File: config.mk
export PLATFORM = sky130hd
export DESIGN_NAME = dir_record_stream_parser_flat
export DESIGN_NICKNAME = d
export VERILOG_FILES = /design/src/rtl/dirp_pkg.sv /design/src/rtl/dirp_if.sv /design/src/rtl/dirp_parse.sv /design/src/rtl/dirp_queue.sv /design/src/rtl/dir_record_stream_parser.sv /design/src/flat_wrapper.sv
export SDC_FILE = /design/constraint.sdc
export NUM_CORES = 1
export LEC_CHECK = 0
export ABC_CLOCK_PERIOD_IN_PS = 18400
export BUFFER_PORTS_ARGS = -buffer_cell sky130_fd_sc_hd__clkbuf_2
export CORE_ASPECT_RATIO = 1.1
export CORE_MARGIN = 8
export CORE_UTILIZATION = 55
export DETAILED_ROUTE_END_ITERATION = 12
export GPL_TIMING_DRIVEN = 0
export PLACE_DENSITY = 0.73
export SYNTH_ARGS = -nofsm -noshare
export SYNTH_HDL_FRONTEND = slang
export SYNTH_SLANG_ARGS = --single-unit
File: constraint.sdc
create_clock -name clk -period 18.4 [get_ports clk]
set_clock_uncertainty 0.1 [all_clocks]
set_input_delay 2.76 -clock clk [delete_from_list [all_inputs] [get_ports clk]]
set_output_delay 2.76 -clock clk [all_outputs]
set_load 0.03 [all_outputs]
File: src/rtl/dirp_pkg.sv
package dirp_pkg;

  // Widths of the byte stream, name word and configuration fields
  localparam int DATA_W    = 8;
  localparam int INODE_W   = 32;
  localparam int DIR_LEN_W = 23;
  localparam int CFG_IDX_W = 1;

  // Configuration register indexes
  localparam logic [CFG_IDX_W-1:0] CFG_FILETYPE_PRESENT = 1'b0;
  localparam logic [CFG_IDX_W-1:0] CFG_DIRECTORY_LENGTH = 1'b1;

  // Record layout: byte offsets of header fields within a record
  localparam int FLD_INODE_LAST = 3;
  localparam int FLD_RECLEN_LO  = 4;
  localparam int FLD_RECLEN_HI  = 5;
  localparam int FLD_NAMELEN    = 6;
  localparam int FLD_TYPE       = 7;

  // Header sizes with and without the type byte
  localparam int HDR_WITH_TYPE = 8;
  localparam int HDR_NO_TYPE   = 7;

  // Shortest legal record; also the least room a new record needs
  localparam int MIN_RECORD = 8;

  // Position at which the record length is known and can end a record
  localparam int POS_WRAP_MIN = 6;

  // Largest directory the scan accepts
  localparam int MAX_DIR_BYTES = 4194304;

  // Depth of the queue between parser and output side
  localparam int QUEUE_DEPTH = 2;

  // One name word as it leaves the parser
  typedef struct packed {
    logic [DATA_W-1:0]  name_char;
    logic [INODE_W-1:0] entry_inode;
    logic [DATA_W-1:0]  file_type;
    logic               name_last;
  } dirp_result_t;

endpackage

File: src/rtl/dirp_if.sv
interface dirp_in_if;
  import dirp_pkg::*;

  logic              valid;
  logic              ready;
  logic [DATA_W-1:0] data_byte;
  logic              first_byte;

  modport source (output valid, output data_byte, output first_byte, input ready);
  modport sink (input valid, input data_byte, input first_byte, output ready);
endinterface

interface dirp_out_if;
  import dirp_pkg::*;

  logic               valid;
  logic               ready;
  logic [DATA_W-1:0]  name_char;
  logic [INODE_W-1:0] entry_inode;
  logic [DATA_W-1:0]  file_type;
  logic               name_last;

  modport source (output valid, output name_char, output entry_inode, output file_type,
                  output name_last, input ready);
  modport sink (input valid, input name_char, input entry_inode, input file_type,
                input name_last, output ready);
endinterface

File: src/rtl/dirp_parse.sv
module dirp_parse #(
  parameter int MAX_RECORD_BYTES = 8192
) (
  input  logic                           clk,
  input  logic                           rst,
  input  logic                           filetype_present,
  input  logic [dirp_pkg::DIR_LEN_W-1:0] directory_length,
  dirp_in_if.sink                        din,
  input  logic                           space_ok,
  output logic                           push,
  output dirp_pkg::dirp_result_t         res
);
  import dirp_pkg::*;

  localparam int RL_W  = $clog2(MAX_RECORD_BYTES + 1);
  localparam int PW    = RL_W + 1;
  localparam int CMP_W = ((RL_W > 9) ? RL_W : 9) + 1;

  // Scan state
  logic [DIR_LEN_W-1:0] scan_offset, scan_offset_next;
  logic [RL_W-1:0]      record_position, record_position_next;
  logic                 scan_stopped, scan_stopped_next;
  logic [INODE_W-1:0]   inode_accum, inode_accum_next;
  logic [DATA_W-1:0]    rec_len_low, rec_len_low_next;
  logic [RL_W-1:0]      record_length, record_length_next;
  logic [DATA_W-1:0]    name_length, name_length_next;
  logic [DATA_W-1:0]    type_byte, type_byte_next;

  logic                 accept;
  logic [3:0]           hdr;
  logic [DIR_LEN_W-1:0] eff_offset;
  logic [RL_W-1:0]      eff_pos;
  logic                 eff_stopped;
  logic                 dir_bad;
  logic [PW-1:0]        pos_inc;
  logic [15:0]          full_len;
  logic                 len_bad;
  logic [RL_W-1:0]      rl_cur;
  logic [8:0]           name_end;
  logic                 emit_ok;
  logic                 step_ok;

  assign din.ready = space_ok;
  assign accept    = din.valid && space_ok;

  // Decode the current byte against the record layout
  always_comb begin
    hdr         = filetype_present ? 4'(HDR_WITH_TYPE) : 4'(HDR_NO_TYPE);
    eff_offset  = din.first_byte ? '0 : scan_offset;
    eff_pos     = din.first_byte ? '0 : record_position;
    eff_stopped = din.first_byte ? 1'b0 : scan_stopped;
    dir_bad     = (directory_length == '0) ||
                  (25'(directory_length) > 25'(MAX_DIR_BYTES));
    pos_inc     = PW'(eff_pos) + PW'(1);
    full_len    = {din.data_byte, rec_len_low};
    len_bad     = (full_len < 16'(MIN_RECORD)) ||
                  ({1'b0, full_len} > 17'(MAX_RECORD_BYTES)) ||
                  (25'(eff_offset) + 25'(full_len) >
                   25'(directory_length) + 25'(FLD_RECLEN_HI));
    rl_cur      = (eff_pos == RL_W'(FLD_RECLEN_HI)) ? full_len[RL_W-1:0] : record_length;
    name_end    = 9'(hdr) + 9'(name_length);
    emit_ok     = (CMP_W'(eff_pos) >= CMP_W'(hdr)) && (inode_accum != '0) &&
                  (name_length != '0) && (CMP_W'(name_end) <= CMP_W'(record_length)) &&
                  (CMP_W'(eff_pos) < CMP_W'(name_end));
  end

  // Compute next state and the name word for an accepted byte
  always_comb begin
    scan_offset_next     = scan_offset;
    record_position_next = record_position;
    scan_stopped_next    = scan_stopped;
    inode_accum_next     = inode_accum;
    rec_len_low_next     = rec_len_low;
    record_length_next   = record_length;
    name_length_next     = name_length;
    type_byte_next       = type_byte;
    step_ok              = 1'b0;
    push                 = 1'b0;
    if (accept) begin
      scan_offset_next     = eff_offset;
      record_position_next = eff_pos;
      scan_stopped_next    = eff_stopped;
      if (!eff_stopped) begin
        if (dir_bad) begin
          scan_stopped_next = 1'b1;
        end else begin
          step_ok = 1'b1;
          if (eff_pos == '0) begin
            // Stop when no minimum record fits before the end
            if (24'(eff_offset) + 24'(MIN_RECORD) > 24'(directory_length)) begin
              step_ok = 1'b0;
            end else begin
              inode_accum_next = INODE_W'(din.data_byte);
              type_byte_next   = '0;
            end
          end else if (eff_pos <= RL_W'(FLD_INODE_LAST)) begin
            inode_accum_next = inode_accum |
                               (INODE_W'(din.data_byte) << {eff_pos[1:0], 3'b000});
          end else if (eff_pos == RL_W'(FLD_RECLEN_LO)) begin
            rec_len_low_next = din.data_byte;
          end else if (eff_pos == RL_W'(FLD_RECLEN_HI)) begin
            if (len_bad) begin
              step_ok = 1'b0;
            end else begin
              record_length_next = full_len[RL_W-1:0];
            end
          end else if (eff_pos == RL_W'(FLD_NAMELEN)) begin
            name_length_next = din.data_byte;
          end else if (eff_pos == RL_W'(FLD_TYPE) && filetype_present) begin
            type_byte_next = din.data_byte;
          end
          if (step_ok) begin
            push = emit_ok;
            if (pos_inc >= PW'(POS_WRAP_MIN) && pos_inc >= PW'(rl_cur)) begin
              record_position_next = '0;
            end else begin
              record_position_next = pos_inc[RL_W-1:0];
            end
            scan_offset_next = eff_offset + DIR_LEN_W'(1);
          end else begin
            scan_stopped_next = 1'b1;
          end
        end
      end
    end
  end

  // Form the name word
  always_comb begin
    res.name_char   = din.data_byte;
    res.entry_inode = inode_accum;
    res.file_type   = filetype_present ? type_byte : '0;
    res.name_last   = (CMP_W'(pos_inc) == CMP_W'(name_end));
  end

  // Hold the scan state
  always_ff @(posedge clk) begin
    if (rst) begin
      scan_offset     <= '0;
      record_position <= '0;
      scan_stopped    <= 1'b0;
      inode_accum     <= '0;
      rec_len_low     <= '0;
      record_length   <= '0;
      name_length     <= '0;
      type_byte       <= '0;
    end else begin
      scan_offset     <= scan_offset_next;
      record_position <= record_position_next;
      scan_stopped    <= scan_stopped_next;
      inode_accum     <= inode_accum_next;
      rec_len_low     <= rec_len_low_next;
      record_length   <= record_length_next;
      name_length     <= name_length_next;
      type_byte       <= type_byte_next;
    end
  end

endmodule

File: src/rtl/dirp_queue.sv
module dirp_queue (
  input  logic                   clk,
  input  logic                   rst,
  input  logic                   push,
  input  dirp_pkg::dirp_result_t wdata,
  output logic                   space_ok,
  dirp_out_if.source             dout
);
  import dirp_pkg::*;

  localparam int PTR_W = $clog2(QUEUE_DEPTH);
  localparam int CNT_W = $clog2(QUEUE_DEPTH + 1);

  dirp_result_t     entries [QUEUE_DEPTH];
  logic [PTR_W-1:0] wr_ptr;
  logic [PTR_W-1:0] rd_ptr;
  logic [CNT_W-1:0] count;
  logic             pop;
  dirp_result_t     head;

  assign space_ok = (count != CNT_W'(QUEUE_DEPTH));
  assign pop      = dout.valid && dout.ready;
  assign head     = entries[rd_ptr];

  // Present the oldest word
  assign dout.valid       = (count != '0);
  assign dout.name_char   = head.name_char;
  assign dout.entry_inode = head.entry_inode;
  assign dout.file_type   = head.file_type;
  assign dout.name_last   = head.name_last;

  // Store words as they arrive
  always_ff @(posedge clk) begin
    if (push) begin
      entries[wr_ptr] <= wdata;
    end
  end

  // Advance pointers and occupancy
  always_ff @(posedge clk) begin
    if (rst) begin
      wr_ptr <= '0;
      rd_ptr <= '0;
      count  <= '0;
    end else begin
      if (push) begin
        wr_ptr <= (wr_ptr == PTR_W'(QUEUE_DEPTH - 1)) ? '0 : wr_ptr + PTR_W'(1);
      end
      if (pop) begin
        rd_ptr <= (rd_ptr == PTR_W'(QUEUE_DEPTH - 1)) ? '0 : rd_ptr + PTR_W'(1);
      end
      if (push && !pop) begin
        count <= count + CNT_W'(1);
      end else if (pop && !push) begin
        count <= count - CNT_W'(1);
      end
    end
  end

endmodule

File: src/rtl/dir_record_stream_parser.sv
// Directory record stream parser.
// din carries one directory byte per word (data_byte, first_byte); a word
// with first_byte set restarts the scan at offset zero. dout carries one word
// per name byte of every live entry: name_char, entry_inode, file_type and
// name_last on the final byte of a name. Header bytes and unused records
// give no word.
// Configuration is written through cfg_wen/cfg_index/cfg_data while the
// block is idle: index 0 selects 8-byte headers with a type byte, index 1
// sets the directory length in bytes.
// Throughput is one byte per cycle while the queue has room; each byte is
// parsed in the cycle it is accepted; its name word then enters the queue.
// A two-word queue sits between the parser and dout, so din keeps flowing
// while a word waits; din.ready falls only when the queue holds two words
// that dout has not taken.
// Reset clears the scan position, the stop flag, the queue and both
// configuration registers; a scan then needs a nonzero directory length.
module dir_record_stream_parser #(
  parameter int MAX_RECORD_BYTES = 8192
) (
  input  logic                           clk,
  input  logic                           rst,
  input  logic                           cfg_wen,
  input  logic [dirp_pkg::CFG_IDX_W-1:0] cfg_index,
  input  logic [dirp_pkg::DIR_LEN_W-1:0] cfg_data,
  dirp_in_if.sink                        din,
  dirp_out_if.source                     dout
);
  import dirp_pkg::*;

  logic                 filetype_present;
  logic [DIR_LEN_W-1:0] directory_length;
  logic                 push;
  logic                 space_ok;
  dirp_result_t         res;

  // Hold the configuration registers
  always_ff @(posedge clk) begin
    if (rst) begin
      filetype_present <= 1'b0;
      directory_length <= '0;
    end else if (cfg_wen) begin
      case (cfg_index)
        CFG_FILETYPE_PRESENT: filetype_present <= cfg_data[0];
        CFG_DIRECTORY_LENGTH: directory_length <= cfg_data;
        default: ;
      endcase
    end
  end

  dirp_parse #(
    .MAX_RECORD_BYTES(MAX_RECORD_BYTES)
  ) u_parse (
    .clk              (clk),
    .rst              (rst),
    .filetype_present (filetype_present),
    .directory_length (directory_length),
    .din              (din),
    .space_ok         (space_ok),
    .push             (push),
    .res              (res)
  );

  dirp_queue u_queue (
    .clk      (clk),
    .rst      (rst),
    .push     (push),
    .wdata    (res),
    .space_ok (space_ok),
    .dout     (dout)
  );

`ifndef SYNTH
  // A name word enters the queue only with an accepted byte
  a_push_on_accept: assert property (@(posedge clk) disable iff (rst)
    push |-> (din.valid && din.ready))
    else $error("name word pushed without an accepted byte");

  // Live entries always carry a nonzero inode
  a_inode_nonzero: assert property (@(posedge clk) disable iff (rst)
    push |-> (res.entry_inode != '0))
    else $error("name word with zero inode");

  // Without type bytes the type field reads zero
  a_type_zero: assert property (@(posedge clk) disable iff (rst)
    (push && !filetype_present) |-> (res.file_type == '0))
    else $error("file type set while type bytes are absent");

  // A full queue always offers a word downstream
  a_full_offers: assert property (@(posedge clk) disable iff (rst)
    !space_ok |-> dout.valid)
    else $error("queue full but no word offered");
`endif

endmodule
File: src/flat_wrapper.sv
// flat-port wrapper written by rule: the top's interface ports become plain ports
module dir_record_stream_parser_flat import dirp_pkg::*;
#(
  parameter int MAX_RECORD_BYTES = 8192
)
  (clk, rst, cfg_wen, cfg_index, cfg_data, din_valid, din_data_byte, din_first_byte, din_ready, dout_valid, dout_name_char, dout_entry_inode, dout_file_type, dout_name_last, dout_ready);
  dirp_in_if din_i ();
  dirp_out_if dout_i ();
  input  logic clk;
  input  logic rst;
  input  logic cfg_wen;
  input  logic [dirp_pkg::CFG_IDX_W-1:0] cfg_index;
  input  logic [dirp_pkg::DIR_LEN_W-1:0] cfg_data;
  input wire logic [$bits(din_i.valid)-1:0] din_valid;
  input wire logic [$bits(din_i.data_byte)-1:0] din_data_byte;
  input wire logic [$bits(din_i.first_byte)-1:0] din_first_byte;
  output wire logic [$bits(din_i.ready)-1:0] din_ready;
  output wire logic [$bits(dout_i.valid)-1:0] dout_valid;
  output wire logic [$bits(dout_i.name_char)-1:0] dout_name_char;
  output wire logic [$bits(dout_i.entry_inode)-1:0] dout_entry_inode;
  output wire logic [$bits(dout_i.file_type)-1:0] dout_file_type;
  output wire logic [$bits(dout_i.name_last)-1:0] dout_name_last;
  input wire logic [$bits(dout_i.ready)-1:0] dout_ready;
  assign din_i.valid = din_valid;
  assign din_i.data_byte = din_data_byte;
  assign din_i.first_byte = din_first_byte;
  assign din_ready = din_i.ready;
  assign dout_valid = dout_i.valid;
  assign dout_name_char = dout_i.name_char;
  assign dout_entry_inode = dout_i.entry_inode;
  assign dout_file_type = dout_i.file_type;
  assign dout_name_last = dout_i.name_last;
  assign dout_i.ready = dout_ready;
  dir_record_stream_parser #(.MAX_RECORD_BYTES(MAX_RECORD_BYTES)) u_core (.clk(clk), .rst(rst), .cfg_wen(cfg_wen), .cfg_index(cfg_index), .cfg_data(cfg_data), .din(din_i), .dout(dout_i));
endmodule
==> results of run 1 <==
-- routing by layer --
metal	wire length, um	vias up	GRT usage (%)
met2	16900	399	39.8
met1	15900	5284	29.6
met3	2040	95	2.67
li1	-	5384	-
met4	1180	0	8.58
met5	0	-	0
-- power breakdown --
part / leakage (uW) / total, uW / internal [uW] / switching (uW)
combinational: 0.00363 / 102 / 35.2 / 66.8
sequential: 0.00194 / 555 / 547 / 7.66
clock: 0.000388 / 490 / 282 / 208
total: 0.00596 / 1150 / 864 / 282
-- sequential cells by signal, summed over array words and instances, names as in the netlist, named ones only --
register	count
u_core.u_queue.entries	98
u_core.u_parse.inode_accum	32
u_core.u_queue.rd_ptr	1
u_core.u_queue.wr_ptr	1
u_core.u_parse.scan_offset	23
u_core.u_parse.name_length	8
u_core.directory_length	23
u_core.u_parse.rec_len_low	8
u_core.u_parse.record_position	14
u_core.u_parse.scan_stopped	1
u_core.u_parse.record_length	14
u_core.u_parse.type_byte	8
u_core.filetype_present	1
u_core.u_queue.count	2
-- cell usage after synthesis, types with 4 or more instances --
master       n
or2_2        5
a2111oi_0    4
xor2_1      31
buf_2        6
a311oi_1     6
and4_1       9
or3_1        5
nand3_1     44
a21oi_1     91
a22oi_1      9
nand3b_1     6
ha_1       105
inv_1       71
mux2i_1     44
and3_1      25
nor3_1      24
nor4b_1      4
dfxtp_1    137
nor4_1      24
xnor2_1     60
buf_1        8
nand2_1    106
clkbuf_1    56
o211ai_1     5
or4_1        6
nor2b_1     34
nand4_1     24
o21ai_0     31
o22ai_1      5
nor2_1     100
nand2b_1    16
o21a_1      12
a211oi_1    13
a32oi_1      5
edfxtp_1    98
and2_1      14
a22o_1      32
a31oi_1      5
mux2_2      52
a32o_1       7
a21o_1      22
-- cell type report --
type	instances	share of cell area [%]
plain buffers	72	1.84
clock buffers	28	4.20
clock inverters	18	0.991
inverters	72	1.76
multi-input cells	1032	48.7
flip-flops and latches	235	36.9
well taps	310	2.52
repair buffers	89	3.09
-- per-stage QoR --
step	util [%]	power, uW	worst slack [ns]
2_1_floorplan	-	631	7.69
3_3_place_gp	59.4	663	3.55
3_5_place_dp	59.6	666	6.13
4_1_cts	62.9	1150	6.64
5_1_grt	62.9	1180	6.03
6_report	62.9	1150	6.44
-- cell families (layout without fill, tap and decap cells) --
family          Yosys count  in the layout  share of synthesized area (%)
fa+ha+maj               107            107                           9.79
flops                   235            235                           41.4
buf+inv                 144            279                           4.03
simple gates            456            456                           17.1
xor+xnor                 91             91                           5.81
mux                      99             99                           7.72
compound gates          279            279                           14.1
-- worst min-delay path by stage --
stage | from | endpoint | cells past startpoint | slack, ns
after CTS | u_core.u_parse.type_byte[0]$_SDFFE_PP0P_ | u_core.u_parse.type_byte[0]$_SDFFE_PP0P_ | 2 | 0.36
final | u_core.u_parse.type_byte[1]$_SDFFE_PP0P_ | u_core.u_parse.type_byte[1]$_SDFFE_PP0P_ | 2 | 0.36
after floorplan | u_core.u_parse.type_byte[7]$_SDFFE_PP0P_ | u_core.u_parse.type_byte[7]$_SDFFE_PP0P_ | 2 | 0.34
after global routing | u_core.u_parse.type_byte[5]$_SDFFE_PP0P_ | u_core.u_parse.type_byte[5]$_SDFFE_PP0P_ | 2 | 0.38
after global placement | u_core.u_parse.type_byte[6]$_SDFFE_PP0P_ | u_core.u_parse.type_byte[6]$_SDFFE_PP0P_ | 2 | 0.35
after detailed placement | u_core.u_parse.type_byte[0]$_SDFFE_PP0P_ | u_core.u_parse.type_byte[0]$_SDFFE_PP0P_ | 2 | 0.35
-- critical path: cells and delay by family --
family,cells,cell delay [ns]
AND/OR/NAND/NOR,5,2.12
XOR/XNOR,1,0.19
buffers and inverters,8,3.33
adder cells (fa/ha/maj),2,0.56
AO/OA/AOI/OAI,11,3.06
==> impl_metrics.py, run 1 <==
metrics = {
    "sta": {
        "grt_setup_unrepaired": "false",
        "slew-limit-headroom_pct": 15.7,
        "timing.final.crit_period_ns": 11.96,
        "hold_ws_ns": 0.364,
        "final-setup-viol-count": 0,
        "maxSlewViolCount": 0,
        "maxClockFrequency_ghz": 0.0836,
        "post-route-period-util_pct": 65.0,
        "timing_worst_slew_pin_value_ns": 1.26,
        "totalNegativeSetupSlack_ns": 0,
        "hold_viol": 0,
    },
    "clock_tree": {
        "cts.path.max_buffers": 3,
        "clk_slew_on_worst_s_h_paths_ns": 0.06,
        "clock_tree_from_tritoncts": "yes",
        "cts-buffers-inserted": 25,
        "cts_repair_resize_count": 0,
        "insertion_delay_ns": 0.53,
        "clockRootBuffer": "clkbuf_16",
        "postCtsSetupBuffers": 0,
        "cts_hold_buf": 0,
        "h-tree-depth": 1,
        "clock_tree_sinks": 235,
    },
    "detailed_routing": {
        "detail_route.wl_per_cell_um": 19.4,
        "routed_wire_length_um": 36100,
        "avgViaCountPerCell": 6.01,
        "detail_route.first_pass.iterations": 5,
        "detail-route-antenna-nets": 0,
        "remaining_drc_errors": 0,
        "vias": 11162,
        "drt-initial-drc-count": 804,
    },
    "yosys": {
        "synthArstFlopShare_pct": 0,
        "synth_area_per_cell_um2": 9.72,
        "synth.net_count": 1555,
        "synth.yosys.warnings": 0,
        "synth_top_area_share_pct": 21.5,
        "yosys.area.top_type": "edfxtp_1",
        "synth_top_flop_cell": "dfxtp_1",
        "synth.lib_cells_used.distinct": 78,
        "synth-edff-count": 98,
        "flops_latches_synth": 235,
        "syn-instance-count": 1411,
        "yosys-top-cells-area": "edfxtp_1 (21%), dfxtp_1 (20%), ha_1 (9.6%), mux2_2 (4.3%), xnor2_1 (3.8%)",
        "syn-cell-area_mm2": 0.0137,
        "seq_area_frac_synth_pct": 41.4,
    },
    "status": {
        "outcome": "finished, final reports clean",
    },
    "min_path": {
        "min-delay-path-class": "register to register",
    },
    "critical_path": {
        "crit_end": "u_core.u_queue.entries[0][25]$_DFFE_PP_",
        "cp-startpoint": "din_first_byte",
        "timing.reg2reg.setup_slack_ns": 10.70,
        "timing.rr.start": "u_core.u_parse.scan_offset[1]$_SDFFE_PP0P_",
        "cp.required_ns": 18.51,
        "critical_path_peak_fanout": 31,
        "worstSetupPathType": "input port to register",
        "ff2ff_path_depth": 22,
        "category_of_the_worst_setup_path_launch_point": "input port",
        "critical-path-max-stage-delay_ns": 0.84,
        "path_common_cell": "clkbuf_1",
        "data_arrival_time_of_the_critical_path_ns": 12.07,
        "crit-reg2reg-capture": "u_core.u_queue.entries[0][25]$_DFFE_PP_",
        "crit_path_end_kind": "register",
        "critical_path.slowest_cell": "nor3b_1",
    },
    "global_routing": {
        "global_route_wire_length_before_repair_um": 57500,
        "globalRoute.totalOverflow": 0,
        "grt.total_usage_pct": 23.2,
        "number_of_global_route_vias_before_repair": 11001,
        "grt_max_degree": 32,
        "grt_antenna_before_repair": 0,
    },
    "layout": {
        "layout_commonest_cell": "dfxtp_1",
        "final-seq-area_mm2": 0.00569,
        "final_net_count": 1671,
        "most-common-layout-cells": "dfxtp_1 (137), nand2_1 (106), ha_1 (105), nor2_1 (100), edfxtp_1 (98)",
        "post_route_cells_drive_above_1_share_pct": 13.5,
        "fill_cells": 2059,
        "n_diodes": 0,
        "area_used_by_multi_input_combinational_logic_mm2": 0.00750,
        "area_growth_syn_to_layout_pct": 12.2,
        "layout.cells.non_filler": 1856,
        "design_area_mm2": 0.0154,
    },
    "power_and_ir_drop": {
        "powerDensity_mw_per_mm2": 74.5,
        "ir_drop_mv": 0.0670,
        "leak_pwr_uw": 0.00596,
    },
    "place": {
        "dpl.hpwl_um": 27700,
        "dpl.cell_count": 1810,
        "placedInstanceArea_mm2": 0.0146,
        "buffer_ports.inserted": 87,
        "place.gp.congestion": 0.954,
    },
    "floorplanning": {
        "die_w_um": 167,
        "die_y_um": 182,
        "die_area_mm2": 0.0303,
        "rows": 60,
        "core-area_mm2": 0.0245,
        "io_pins": 89,
        "initial_core_util_pct": 56.1,
    },
    "flow_run": {
        "max_cap_violations": 0,
    },
}
(Power assumes the default switching activity.)
==> inputs of run 2 (changes only) <==
- ABC_CLOCK_PERIOD_IN_PS: 18400 -> 10400
- PLACE_DENSITY: 0.73 -> 0.76
- clock period: 18.4 -> 10.4 ns (I/O delays scaled with it)
==> run 2 against run 1 <==
Against the previous run: wire length grew 3.3%; via count grew 0.57%; critical path type unchanged; sequential cell count is the same; hold slack lost 0.0012 ns; final cell count is essentially flat; largest power group unchanged; worst setup slack lost 5.9 ns.
==> impl_metrics.py, run 2 (synthesized netlist as in run 1, its figures left out) <==
metrics = {
    "critical_path": {
        "critical-path-max-stage-delay_ns": 0.56,
        "crit_path_end_kind": "register",
        "critical_path_peak_fanout": 26,
        "data_arrival_time_of_the_critical_path_ns": 9.94,
        "path_common_cell": "clkbuf_2",
        "critical_path.slowest_cell": "buf_1",
        "cp.required_ns": 10.52,
        "cp_top_family": "compound AO/OA/AOI/OAI gates",
        "worstSetupPathType": "input port to register",
        "cp-startpoint": "din_first_byte",
        "category_of_the_worst_setup_path_launch_point": "input port",
        "path_buf_inv": 8,
        "timing.rr.start": "u_core.u_parse.scan_offset[1]$_SDFFE_PP0P_",
    },
    "global_routing": {
        "grt_max_degree": 32,
        "grt.total_usage_pct": 24.0,
        "globalRoute.totalOverflow": 0,
        "global_route_wire_length_before_repair_um": 59200,
        "number_of_global_route_vias_before_repair": 11039,
        "grt_antenna_before_repair": 0,
    },
    "clock_tree": {
        "h-tree-depth": 1,
        "clk_slew_on_worst_s_h_paths_ns": 0.06,
        "clock_tree_sinks": 235,
        "insertion_delay_ns": 0.53,
        "clock_tree_from_tritoncts": "yes",
        "cts.path.max_buffers": 3,
        "clockRootBuffer": "clkbuf_16",
        "cts-buffers-inserted": 24,
    },
    "layout": {
        "fill_cells": 2034,
        "final_util_pct": 63.3,
        "layout_commonest_cell": "dfxtp_1",
        "reg.largest.list": "u_core.u_queue.entries: 98 flops, u_core.u_parse.inode_accum: 32 flops",
        "final_net_count": 1671,
        "post_route_cells_drive_above_1_share_pct": 13.8,
        "n_diodes": 0,
        "area_growth_syn_to_layout_pct": 12.9,
        "largest_reg_flops": 98,
        "biggest_register": "u_core.u_queue.entries",
        "most-common-layout-cells": "dfxtp_1 (137), nand2_1 (106), ha_1 (105), nor2_1 (100), edfxtp_1 (98)",
    },
    "floorplanning": {
        "die_y_um": 182,
        "rows": 60,
        "io_pins": 89,
        "die_area_mm2": 0.0303,
        "die_w_um": 167,
        "initial_core_util_pct": 56.1,
        "core-area_mm2": 0.0245,
    },
    "detailed_routing": {
        "avgViaCountPerCell": 6.05,
        "met3RoutedLength_um": 2820,
        "maxUsedRoutingLayer": "met4",
        "remaining_drc_errors": 0,
        "detail_route.wl_per_cell_um": 20.1,
        "drt-initial-drc-count": 1002,
        "detail-route-antenna-nets": 0,
        "met2RoutedLength_um": 17600,
        "detail_route.first_pass.iterations": 5,
        "drt-met1-wl_um": 15800,
        "routed_wire_length_um": 37300,
        "vias": 11226,
    },
    "power_and_ir_drop": {
        "powerDensity_mw_per_mm2": 136,
        "leak_pwr_uw": 0.00601,
        "power.net_switching_uw": 515,
        "p_int_uw": 1590,
        "power_frac_clock_pct": 44.6,
        "post-layout-total-power_uw": 2100,
        "seq_power_share_pct": 46.7,
        "ir_drop_mv": 0.113,
        "combPwrFrac_pct": 8.7,
        "switching_share_pct": 24.5,
    },
    "place": {
        "dpl.hpwl_um": 28000,
        "buffer_ports.inserted": 87,
        "place.gp.congestion": 0.947,
    },
    "sta": {
        "maxClockFrequency_ghz": 0.102,
        "grt_setup_unrepaired": "false",
        "final-setup-viol-count": 0,
        "post-route-period-util_pct": 94.4,
        "hold_viol": 0,
        "slew-limit-headroom_pct": 9.04,
        "maxSlewViolCount": 0,
        "timing.final.crit_period_ns": 9.82,
        "timing_worst_slew_pin_value_ns": 1.35,
    },
    "flow_run": {
        "max_cap_violations": 0,
    },
    "min_path": {
        "startpoint_of_the_worst_hold_path": "u_core.u_parse.type_byte[0]$_SDFFE_PP0P_",
        "min-delay-path-class": "register to register",
    },
    "status": {
        "outcome": "finished, final reports clean",
    },
}
run 2: cell count changes in the layout (fill, tap and decap cells not counted), moves of 2 or more:
| cell | before | now |
|---|---|---|
| clkinv_2 | 4 | 2 |
| clkbuf_16 | 25 | 27 |
| inv_6 | 1 | 4 |
| clkinvlp_4 | 2 | 0 |
| clkinv_1 | 6 | 2 |
| clkbuf_2 | 88 | 90 |
| clkbuf_1 | 58 | 56 |
run 2: per-stage QoR:
stage / worst slack, ns / TNS [ns] / area [um^2] / hold WS [ns] / std cells
after floorplan: 0.886 / 0 / 13700 / 0.342 / 1411
after global placement: -3.15 / -229.03 / 14500 / 0.350 / 1808
after detailed placement: -0.698 / -59.22 / 14600 / 0.354 / 1810
after CTS: 0.0716 / 0 / 15500 / 0.365 / 1854
after global routing: 0.125 / 0 / 15500 / 0.386 / 1855
final: 0.583 / 0 / 15500 / 0.363 / 1855
run 2: path summary, 6_finish.rpt:
path	slack [ns]	to	cells past startpoint
setup / recovery	0.58	u_core.u_queue.entries[1][23]$_DFFE_PP_	27
hold / removal	0.36	u_core.u_parse.type_byte[0]$_SDFFE_PP0P_	2
setup reg to reg	3.14	u_core.u_queue.entries[1][23]$_DFFE_PP_	22
hold reg to reg	0.36	u_core.u_parse.type_byte[0]$_SDFFE_PP0P_	2
run 2: worst register-to-register path: cells and delay by family, from the launching register on:
kind	cells	cell delay, ns
AOI/OAI and AO/OA	11	3.44
and+or+nand+nor	4	1.53
buffers and inverters	3	0.68
adders and majority gates	2	0.53
xor gates and xnor gates	2	0.36
DFF	1	0.31
run 2: routing by layer:
layer,track usage [%],vias up
met3,3.56,78
met4,8.47,0
li1,-,5387
met5,0,-
met2,41.0,477
met1,30.4,5284
run 2: final cells by class:
cell class                 instances  area, um^2  area share [%]
tap                              310         388            2.50
timing repair buffer              90         495            3.20
inverter                          72         270            1.75
buffer                            72         285            1.84
clock buffer                      30         697            4.50
multi-input combinational       1032        7500            48.4
clock inverter                    14         169            1.09
sequential                       235        5690            36.7
run 2: repair_timing:
item                                   CTS  global route
hold buffers                             0             0
setup endpoints to repair               80            99
resized for setup                        1             5
endpoints found under the hold margin    0             0
buffers inserted                         0             1
run 2: power groups by stage:
| stage | registers [uW] | clock network (uW) | logic [uW] |
|---|---|---|---|
| CTS | 981 | 946 | 180 |
| global route | 983 | 986 | 199 |
| finish | 981 | 938 | 182 |
| detailed placement | 1000 | 0 | 178 |
| global placement | 1000 | 0 | 173 |
| floorplan | 997 | 0 | 120 |
